$ cat src/rtl/core/spsc_pkg.sv
// Shared constants for the smoothed PD steering controller.
// Field widths, datapath widths and configuration register indexes.
// No dependencies.
package spsc_pkg;

	// Field and register widths
	localparam int ANGLE_W  = 16;
	localparam int STEER_W  = 16;
	localparam int ALPHA_W  = 9;
	localparam int GAIN_W   = 12;
	localparam int LIMIT_W  = 15;
	localparam int CFG_IDX_W = 3;
	localparam int CFG_DATA_W = 16;

	// Internal state widths
	localparam int SMOOTH_W = 24;
	localparam int INTEG_W  = 32;
	localparam int ACC_W    = 48;

	// Shift-add multiplier: one multiplier bit per cycle
	localparam int MUL_STEPS = 12;
	localparam int CNT_W     = 4;

	// Configuration register indexes
	localparam logic [CFG_IDX_W-1:0] REG_ALPHA    = 3'd0;
	localparam logic [CFG_IDX_W-1:0] REG_GAIN_P   = 3'd1;
	localparam logic [CFG_IDX_W-1:0] REG_GAIN_I   = 3'd2;
	localparam logic [CFG_IDX_W-1:0] REG_GAIN_D   = 3'd3;
	localparam logic [CFG_IDX_W-1:0] REG_CENTRE   = 3'd4;
	localparam logic [CFG_IDX_W-1:0] REG_LIMIT    = 3'd5;
	localparam logic [CFG_IDX_W-1:0] REG_DEADBAND = 3'd6;

	// Register reset values
	localparam logic [ALPHA_W-1:0]          ALPHA_RST    = 9'd192;
	localparam logic [GAIN_W-1:0]           GAIN_P_RST   = 12'd179;
	localparam logic [GAIN_W-1:0]           GAIN_I_RST   = 12'd0;
	localparam logic [GAIN_W-1:0]           GAIN_D_RST   = 12'd205;
	localparam logic signed [STEER_W-1:0]   CENTRE_RST   = 16'sd98;
	localparam logic [LIMIT_W-1:0]          LIMIT_RST    = 15'd1280;
	localparam logic [LIMIT_W-1:0]          DEADBAND_RST = 15'd256;

endpackage

$ cat src/rtl/core/smoothed_pd_steering_controller_unit.sv
// Smoothed PD steering controller, top level; depends on spsc_pkg.
// One angle sample in, one steering command out, over a bit-serial shift-add datapath.
// Steps: smoothing pass, integral update, integral-gain pass, clamp, P pass, D pass, final.
// A new sample is taken only after the last is through four 12-step passes of the shared multiplier.
// The next sample is taken while a finished result still waits in the output register.
// Reset (arst_n low): registers to defaults, filter and integral state to zero, no result.
module smoothed_pd_steering_controller_unit (
	input  logic                                clk,
	input  logic                                arst_n,
	// configuration write channel
	input  logic                                cfg_valid,
	output logic                                cfg_ready,
	input  logic [spsc_pkg::CFG_IDX_W-1:0]      cfg_index,
	input  logic [spsc_pkg::CFG_DATA_W-1:0]     cfg_data,
	// input sample channel
	input  logic                                in_valid,
	output logic                                in_ready,
	input  logic signed [spsc_pkg::ANGLE_W-1:0] angle_sample,
	// result channel
	output logic                                out_valid,
	input  logic                                out_ready,
	output logic signed [spsc_pkg::STEER_W-1:0] steering_value
);
	import spsc_pkg::*;

	typedef enum logic [2:0] {
		ST_IDLE,
		ST_SMOOTH,
		ST_INTEG,
		ST_MUL_I,
		ST_CLAMP,
		ST_MUL_P,
		ST_MUL_D,
		ST_FINAL
	} state_t;

	localparam logic [CNT_W-1:0] CNT_LAST = CNT_W'(MUL_STEPS - 1);
	localparam logic signed [SMOOTH_W-1:0] Q_MAX = 24'sd32767;
	localparam logic signed [SMOOTH_W-1:0] Q_MIN = -24'sd32768;

	// Configuration registers
	logic [ALPHA_W-1:0]        alpha_q;
	logic [GAIN_W-1:0]         gain_p_q;
	logic [GAIN_W-1:0]         gain_i_q;
	logic [GAIN_W-1:0]         gain_d_q;
	logic signed [STEER_W-1:0] centre_q;
	logic [LIMIT_W-1:0]        limit_q;
	logic [LIMIT_W-1:0]        deadband_q;

	// Controller state
	state_t                     state_q;
	logic [CNT_W-1:0]           cnt_q;
	logic signed [SMOOTH_W-1:0] smooth_q;
	logic signed [SMOOTH_W-1:0] prev_q;
	logic signed [INTEG_W-1:0]  integral_q;
	logic                       dead_q;

	// Shift-add multiplier registers
	logic signed [ACC_W-1:0] acc_q;
	logic signed [ACC_W-1:0] mcand_q;
	logic [GAIN_W-1:0]       mplier_q;

	// Result register
	logic                       out_valid_q;
	logic signed [STEER_W-1:0]  result_q;

	// Datapath helpers
	logic [ALPHA_W-1:0]         alpha_eff;
	logic signed [SMOOTH_W:0]   diff_in;
	logic signed [SMOOTH_W-1:0] smooth_new;
	logic signed [INTEG_W:0]    integ_sum;
	logic signed [INTEG_W-1:0]  integ_sat;
	logic signed [SMOOTH_W:0]   smooth_ext;
	logic signed [SMOOTH_W:0]   db_pos;
	logic signed [SMOOTH_W:0]   db_neg;
	logic                       in_dead;
	logic signed [ACC_W-1:0]    lim_pos;
	logic signed [ACC_W-1:0]    lim_neg;
	logic                       clear_integ;
	logic signed [SMOOTH_W:0]   diff_d;
	logic signed [ACC_W-1:0]    final_x;
	logic signed [SMOOTH_W-1:0] quot_floor;
	logic signed [SMOOTH_W-1:0] quot_trunc;
	logic signed [STEER_W-1:0]  pid_result;
	logic                       mul_last;
	logic                       in_xfer;
	logic                       out_free;

	assign cfg_ready      = 1'b1;
	assign in_ready       = (state_q == ST_IDLE);
	assign out_valid      = out_valid_q;
	assign steering_value = result_q;

	assign in_xfer  = in_valid && in_ready;
	assign out_free = !out_valid_q || out_ready;
	assign mul_last = (cnt_q == CNT_LAST);

	// Alpha above one acts as one
	assign alpha_eff = alpha_q[ALPHA_W-1] ? {1'b1, {(ALPHA_W-1){1'b0}}} : alpha_q;

	// Smoothing is rewritten as sample*2^16 + alpha*(smoothed - sample*2^8),
	// so one multiply by alpha does the whole convex combination.
	assign diff_in = {smooth_q[SMOOTH_W-1], smooth_q}
		- {angle_sample[ANGLE_W-1], angle_sample, 8'b0};

	// End of smoothing: floor divide by 256 is the arithmetic shift
	assign smooth_new = acc_q[SMOOTH_W+7:8];

	// Integral with saturation at the 32-bit bounds
	assign integ_sum = {integral_q[INTEG_W-1], integral_q}
		+ {{(INTEG_W-SMOOTH_W+1){smooth_new[SMOOTH_W-1]}}, smooth_new};
	always_comb begin
		case (integ_sum[INTEG_W:INTEG_W-1])
			2'b01:   integ_sat = {1'b0, {(INTEG_W-1){1'b1}}};
			2'b10:   integ_sat = {1'b1, {(INTEG_W-1){1'b0}}};
			default: integ_sat = integ_sum[INTEG_W-1:0];
		endcase
	end

	// Deadband: strictly inside plus or minus deadband*256
	assign smooth_ext = {smooth_new[SMOOTH_W-1], smooth_new};
	assign db_pos     = {2'b00, deadband_q, 8'b0};
	assign db_neg     = -db_pos;
	assign in_dead    = (smooth_ext > db_neg) && (smooth_ext < db_pos);

	// Integral clear: gain_i*integral strictly outside plus or minus limit*2^16
	assign lim_pos     = {{(ACC_W-LIMIT_W-16){1'b0}}, limit_q, 16'b0};
	assign lim_neg     = -lim_pos;
	assign clear_integ = (acc_q > lim_pos) || (acc_q < lim_neg);

	// Derivative operand
	assign diff_d = {smooth_q[SMOOTH_W-1], smooth_q} - {prev_q[SMOOTH_W-1], prev_q};

	// Final: centre*2^24 minus the PID sum, truncated toward zero, saturated
	assign final_x    = {{(ACC_W-STEER_W-24){centre_q[STEER_W-1]}}, centre_q, 24'b0} - acc_q;
	assign quot_floor = final_x[ACC_W-1:24];
	assign quot_trunc = (final_x[ACC_W-1] && (final_x[23:0] != 24'b0))
		? quot_floor + 24'sd1 : quot_floor;
	always_comb begin
		if (quot_trunc > Q_MAX) begin
			pid_result = 16'sh7FFF;
		end else if (quot_trunc < Q_MIN) begin
			pid_result = -16'sh8000;
		end else begin
			pid_result = quot_trunc[STEER_W-1:0];
		end
	end

	// Configuration writes
	always_ff @(posedge clk or negedge arst_n) begin
		if (!arst_n) begin
			alpha_q    <= ALPHA_RST;
			gain_p_q   <= GAIN_P_RST;
			gain_i_q   <= GAIN_I_RST;
			gain_d_q   <= GAIN_D_RST;
			centre_q   <= CENTRE_RST;
			limit_q    <= LIMIT_RST;
			deadband_q <= DEADBAND_RST;
		end else if (cfg_valid && cfg_ready) begin
			case (cfg_index)
				REG_ALPHA:    alpha_q    <= cfg_data[ALPHA_W-1:0];
				REG_GAIN_P:   gain_p_q   <= cfg_data[GAIN_W-1:0];
				REG_GAIN_I:   gain_i_q   <= cfg_data[GAIN_W-1:0];
				REG_GAIN_D:   gain_d_q   <= cfg_data[GAIN_W-1:0];
				REG_CENTRE:   centre_q   <= cfg_data;
				REG_LIMIT:    limit_q    <= cfg_data[LIMIT_W-1:0];
				REG_DEADBAND: deadband_q <= cfg_data[LIMIT_W-1:0];
				default: ;
			endcase
		end
	end

	// Sequencer and datapath registers
	always_ff @(posedge clk or negedge arst_n) begin
		if (!arst_n) begin
			state_q     <= ST_IDLE;
			cnt_q       <= '0;
			smooth_q    <= '0;
			prev_q      <= '0;
			integral_q  <= '0;
			dead_q      <= 1'b0;
			out_valid_q <= 1'b0;
			acc_q       <= '0;
			mcand_q     <= '0;
			mplier_q    <= '0;
			result_q    <= '0;
		end else begin
			// drop the result once its transfer completes, unless the next one lands now
			if (out_valid_q && out_ready && (state_q != ST_FINAL)) begin
				out_valid_q <= 1'b0;
			end

			case (state_q)
				ST_IDLE: begin
					if (in_xfer) begin
						acc_q    <= {{(ACC_W-ANGLE_W-16){angle_sample[ANGLE_W-1]}},
							angle_sample, 16'b0};
						mcand_q  <= {{(ACC_W-SMOOTH_W-1){diff_in[SMOOTH_W]}}, diff_in};
						mplier_q <= {{(GAIN_W-ALPHA_W){1'b0}}, alpha_eff};
						cnt_q    <= '0;
						state_q  <= ST_SMOOTH;
					end
				end

				ST_SMOOTH, ST_MUL_I, ST_MUL_P, ST_MUL_D: begin
					// one multiplier bit per cycle: add, then advance the operands
					if (mplier_q[0]) begin
						acc_q <= acc_q + mcand_q;
					end
					if (mul_last && (state_q == ST_MUL_P)) begin
						// load the derivative pass, sum keeps accumulating
						mcand_q  <= {{(ACC_W-SMOOTH_W-1){diff_d[SMOOTH_W]}}, diff_d};
						mplier_q <= gain_d_q;
					end else begin
						mcand_q  <= mcand_q <<< 1;
						mplier_q <= mplier_q >> 1;
					end
					if (mul_last) begin
						cnt_q <= '0;
						case (state_q)
							ST_SMOOTH: state_q <= ST_INTEG;
							ST_MUL_I:  state_q <= ST_CLAMP;
							ST_MUL_P:  state_q <= ST_MUL_D;
							default:   state_q <= ST_FINAL;
						endcase
					end else begin
						cnt_q <= cnt_q + 1'b1;
					end
				end

				ST_INTEG: begin
					smooth_q   <= smooth_new;
					integral_q <= integ_sat;
					dead_q     <= in_dead;
					acc_q      <= '0;
					mcand_q    <= {{(ACC_W-INTEG_W){integ_sat[INTEG_W-1]}}, integ_sat};
					mplier_q   <= gain_i_q;
					cnt_q      <= '0;
					state_q    <= ST_MUL_I;
				end

				ST_CLAMP: begin
					// a cleared integral contributes nothing to the sum
					if (clear_integ) begin
						integral_q <= '0;
						acc_q      <= '0;
					end
					mcand_q  <= {{(ACC_W-SMOOTH_W){smooth_q[SMOOTH_W-1]}}, smooth_q};
					mplier_q <= gain_p_q;
					cnt_q    <= '0;
					state_q  <= ST_MUL_P;
				end

				ST_FINAL: begin
					// hold until the output register is free
					if (out_free) begin
						result_q    <= dead_q ? centre_q : pid_result;
						out_valid_q <= 1'b1;
						prev_q      <= smooth_q;
						state_q     <= ST_IDLE;
					end
				end

				default: state_q <= ST_IDLE;
			endcase
		end
	end

endmodule
$ cat config.mk
export PLATFORM = sky130hd
export DESIGN_NAME = smoothed_pd_steering_controller_unit
export DESIGN_NICKNAME = d
export VERILOG_FILES = /design/src/rtl/core/spsc_pkg.sv /design/src/rtl/core/smoothed_pd_steering_controller_unit.sv
export SDC_FILE = /design/constraint.sdc
export NUM_CORES = 1
export LEC_CHECK = 0
export BUFFER_PORTS_ARGS = -buffer_cell sky130_fd_sc_hd__buf_2
export CORE_MARGIN = 10
export CORE_UTILIZATION = 53
export CTS_CLUSTER_DIAMETER = 40
export DETAILED_ROUTE_END_ITERATION = 6
export PLACE_DENSITY = 0.74
export SYNTH_ARGS = -nofsm -noshare
export SYNTH_HDL_FRONTEND = slang
export SYNTH_SLANG_ARGS = --single-unit
$ cat constraint.sdc
create_clock -name clk -period 11.3 [get_ports clk]
set_clock_uncertainty 0.15 [all_clocks]
set_input_delay 0 -clock clk [delete_from_list [all_inputs] [get_ports clk]]
set_output_delay 0 -clock clk [all_outputs]
set_load 0.02 [all_outputs]
==> impl_metrics.py <==
metrics = {
    "run_status": {
        "outcome": "complete, no violations",
    },
    "grt": {
        "grt_pass1_vias": 20260,
        "use_met2_pct": 40.51,
        "grt_use_met1_pct": 34.49,
        "antenna_found_initial": 1,
        "grtUsageTotal_pct": 25.89,
        "grt_pass1_wl_um": 110600,
        "grt_max_degree": 99,
        "busiest_layer": "met2",
        "use_met3_pct": 6.304,
        "grt_overflow": 0,
    },
    "setup_path": {
        "cp_max_fo": 34,
        "critical_path_class": "flip-flop to flip-flop",
        "required_ns": 11.62,
        "crit_chain": "ha_1 -> fa_1 -> a21o_1 -> a21oi_1 -> o21ai_0 -> a41oi_1 -> o31ai_1 -> a2111oi_0 -> or2_2 -> o311ai_0 -> a41oi_1 -> o211ai_1 -> nand2_1 -> a31o_2 -> inv_1 -> ha_1 -> o21ai_2 -> buf_4 -> a21oi_1 -> a2111oi_0 -> a21oi_1",
        "critical_path.max_stage_delay_ns": 0.66,
        "reg2reg_slack_ns": 4.53,
        "cpMaxStageDelayCell": "o311ai_0",
        "cp-end-kind": "flip-flop",
        "arrival_ns": 7.09,
        "startpoint_type": "flip-flop",
        "cpMostUsedCell": "a21oi_1",
    },
    "timing": {
        "fmax_mhz": 147.7,
        "min_period_ns": 6.772,
        "tightest_slew_ns": 1.045,
        "finalWorstSetupSlack_ns": 4.528,
        "relSlewSlack_pct": 29.76,
        "rsz0062_at_grt": "false",
        "hold_viol_final": 0,
        "finalCritPeriodShare_pct": 59.93,
        "finalSetupViolations": 0,
        "maxSlewViolCount": 0,
        "final.setup.tns_ns": 0,
    },
    "finish": {
        "stdcell_count": 3338,
        "utilization_pct": 61.23,
        "synthToLayoutAreaGrowth_pct": 14.19,
        "drive_gt1_share_pct": 12.46,
        "final_nets": 2980,
        "mostFrequentLayoutCell": "dfrtp_1",
        "final_cell_mix": "dfrtp_1 (286), nand2_1 (253), ha_1 (228), nor2_1 (204), a21oi_1 (189)",
    },
    "detailed_routing": {
        "viasPerCell": 6.217,
        "detail_route.wl_per_cell_um": 21.02,
        "drt-total-wl_um": 70160,
        "drtIter0Drc": 2085,
        "vias": 20750,
        "first_pass_iters": 7,
        "drc_errors": 0,
        "ant_nets": 0,
    },
    "synthesis": {
        "synth_top_area_share_pct": 30.92,
        "syn-cell-area_um2": 23150,
        "synth-seq-area-share_pct": 32.96,
        "synth_edf_count": 0,
        "yosys_warnings": 0,
        "synth_flop_cell": "dfrtp_1",
        "synth_cells": 2632,
        "synth.distinct_cells": 93,
        "synth-seq-cells": 304,
        "async_flop_share_pct": 100.0,
        "yosys.area.top_type": "dfrtp_1",
        "syn_avg_cell_area_um2": 8.795,
        "yosys-top-cells-area": "dfrtp_1 (31%), ha_1 (12%), mux2_2 (4.7%)",
        "syn-num-nets": 2904,
    },
    "clock_network": {
        "cts_tree": "built",
        "h-tree-depth": 2,
        "clockBufferDepth": 3,
        "cts_setup_buffers": 0,
        "clk_latency_ns": 0.61,
        "root_buffer": "clkbuf_16",
        "numCtsBuffers": 54,
        "clkSlewWorstSetupHoldPaths_ns": 0.06,
        "cts.sinks": 304,
    },
    "floorplanning": {
        "chipHeight_um": 229.0,
        "dieArea_um2": 52430,
        "boundaryPins": 59,
        "fp-row-count": 76,
        "dieWidth_um": 229.0,
        "start_util_pct": 53.62,
        "core_area_um2": 43170,
    },
    "pwr": {
        "p_per_area_nw_per_um2": 366.9,
        "leakage_nw": 12.22,
        "ir_drop_uv": 307.7,
    },
    "placement": {
        "dp_slack_ns": 4.629,
        "port_buffers": 57,
        "dp_hpwl_um": 50300,
        "gp_congestion": 0.9946,
        "dpl.cell_count": 3192,
    },
    "run": {
        "maxCapViolations": 0,
    },
    "worst_hold_path": {
        "worstHoldPathType": "input port to flip-flop",
    },
}
-- through the flow --
step | hold WS [ns] | cell area (µm²) | power (mW)
after floorplan | -0.4456 | 23150 | 6.271
after global placement | -0.05237 | 24020 | 7.610
after detailed placement | -0.05631 | 24020 | 7.789
after CTS | 0.09385 | 26420 | 9.595
after global routing | 0.1351 | 26430 | 10.41
final | 0.1167 | 26430 | 9.700
-- what timing repair did --
item | 4_1_cts | 5_1_grt
hold buffers | 45 | 0
gates resized for setup | 0 | 0
hold endpoints to repair | 218 | 0
-- per-layer routing --
metal  wire length [µm]  share of wire (%)  up-vias
met5                  0                  0        -
met4               2283                3.3        0
met3               6410                9.1      148
met2              31110                 44      837
met1              30360                 43    10020
li1                   -                  -     9744
-- logic make-up (layout without fill, tap and decap cells) --
family                   after synthesis  after routing  synth area share (%)
AND/OR/NAND/NOR                      801            801                 16.89
AO/OA/AOI/OAI                        769            769                 21.97
flip-flops                           304            304                 32.96
buffers and inverters                259            379                 4.276
adder cells (fa/ha/maj)              232            232                 12.67
XOR/XNOR                             162            162                 6.195
multiplexers                         104            104                 5.016
other                                  1              2               0.01620
-- synth_stat cells (all sizes together) (27+ instances only) --
cell type and number:
nand3 59, inv 146, o21ai 174, mux2 96, nor2 208, clkbuf 91
ha 228, a31oi 28, dfrtp 286, nor2b 27, xor2 63, nand2 253
nand4 39, a21oi 191, nand2b 34, a21o 100, nor3 57, xnor2 99
o21a 53
-- path summary, 6_finish.rpt --
kind | from | to | cells past startpoint
setup reg to reg | acc_q[8] | mcand_q[11] | 21
max in group asynchronous | arst_n | centre_q[12] | 5
setup / recovery | acc_q[8] | mcand_q[11] | 21
hold / removal | cfg_data[9] | gain_d_q[9] | 3
min in group asynchronous | arst_n | prev_q[13] | 4
hold reg to reg | integral_q[10] | integral_q[10] | 2
-- registers in the layout, indices dropped and copies added, names as in the netlist, 4 cells and up --
| signal | cells |
|---|---|
| acc_q | 48 |
| alpha_q | 9 |
| centre_q | 16 |
| cnt_q | 4 |
| deadband_q | 15 |
| gain_d_q | 12 |
| gain_i_q | 12 |
| gain_p_q | 12 |
| integral_q | 32 |
| limit_q | 15 |
| mcand_q | 48 |
| mplier_q | 12 |
| prev_q | 24 |
| smooth_q | 24 |
| steering_value | 16 |
-- cell type report --
type	instances	area (µm²)
inverter	148	555.5
tap	585	732.0
clock inverter	29	420.4
clock buffer	71	1515
fill	3716	16740
sequential	304	7630
multi-input combinational	2069	14600
timing repair buffer	131	980.9
antenna	1	2.502
-- power by group --
| part | switching [mW] | internal [mW] | total, mW |
|---|---|---|---|
| clock | 0.615 | 1.12 | 1.73 |
| sequential | 0.519 | 1.53 | 2.05 |
| combinational | 3.55 | 2.37 | 5.92 |
-- critical path, delay by kind of cell, from the launching register on --
| family | cells | cell delay [ns] |
|---|---|---|
| AO/OA/AOI/OAI | 14 | 4.23 |
| adder cells (fa/ha/maj) | 3 | 0.72 |
| AND/OR/NAND/NOR | 2 | 0.53 |
| buffers and inverters | 2 | 0.51 |
| flip-flops | 1 | 0.45 |
Power figures use the tool's default switching activity.
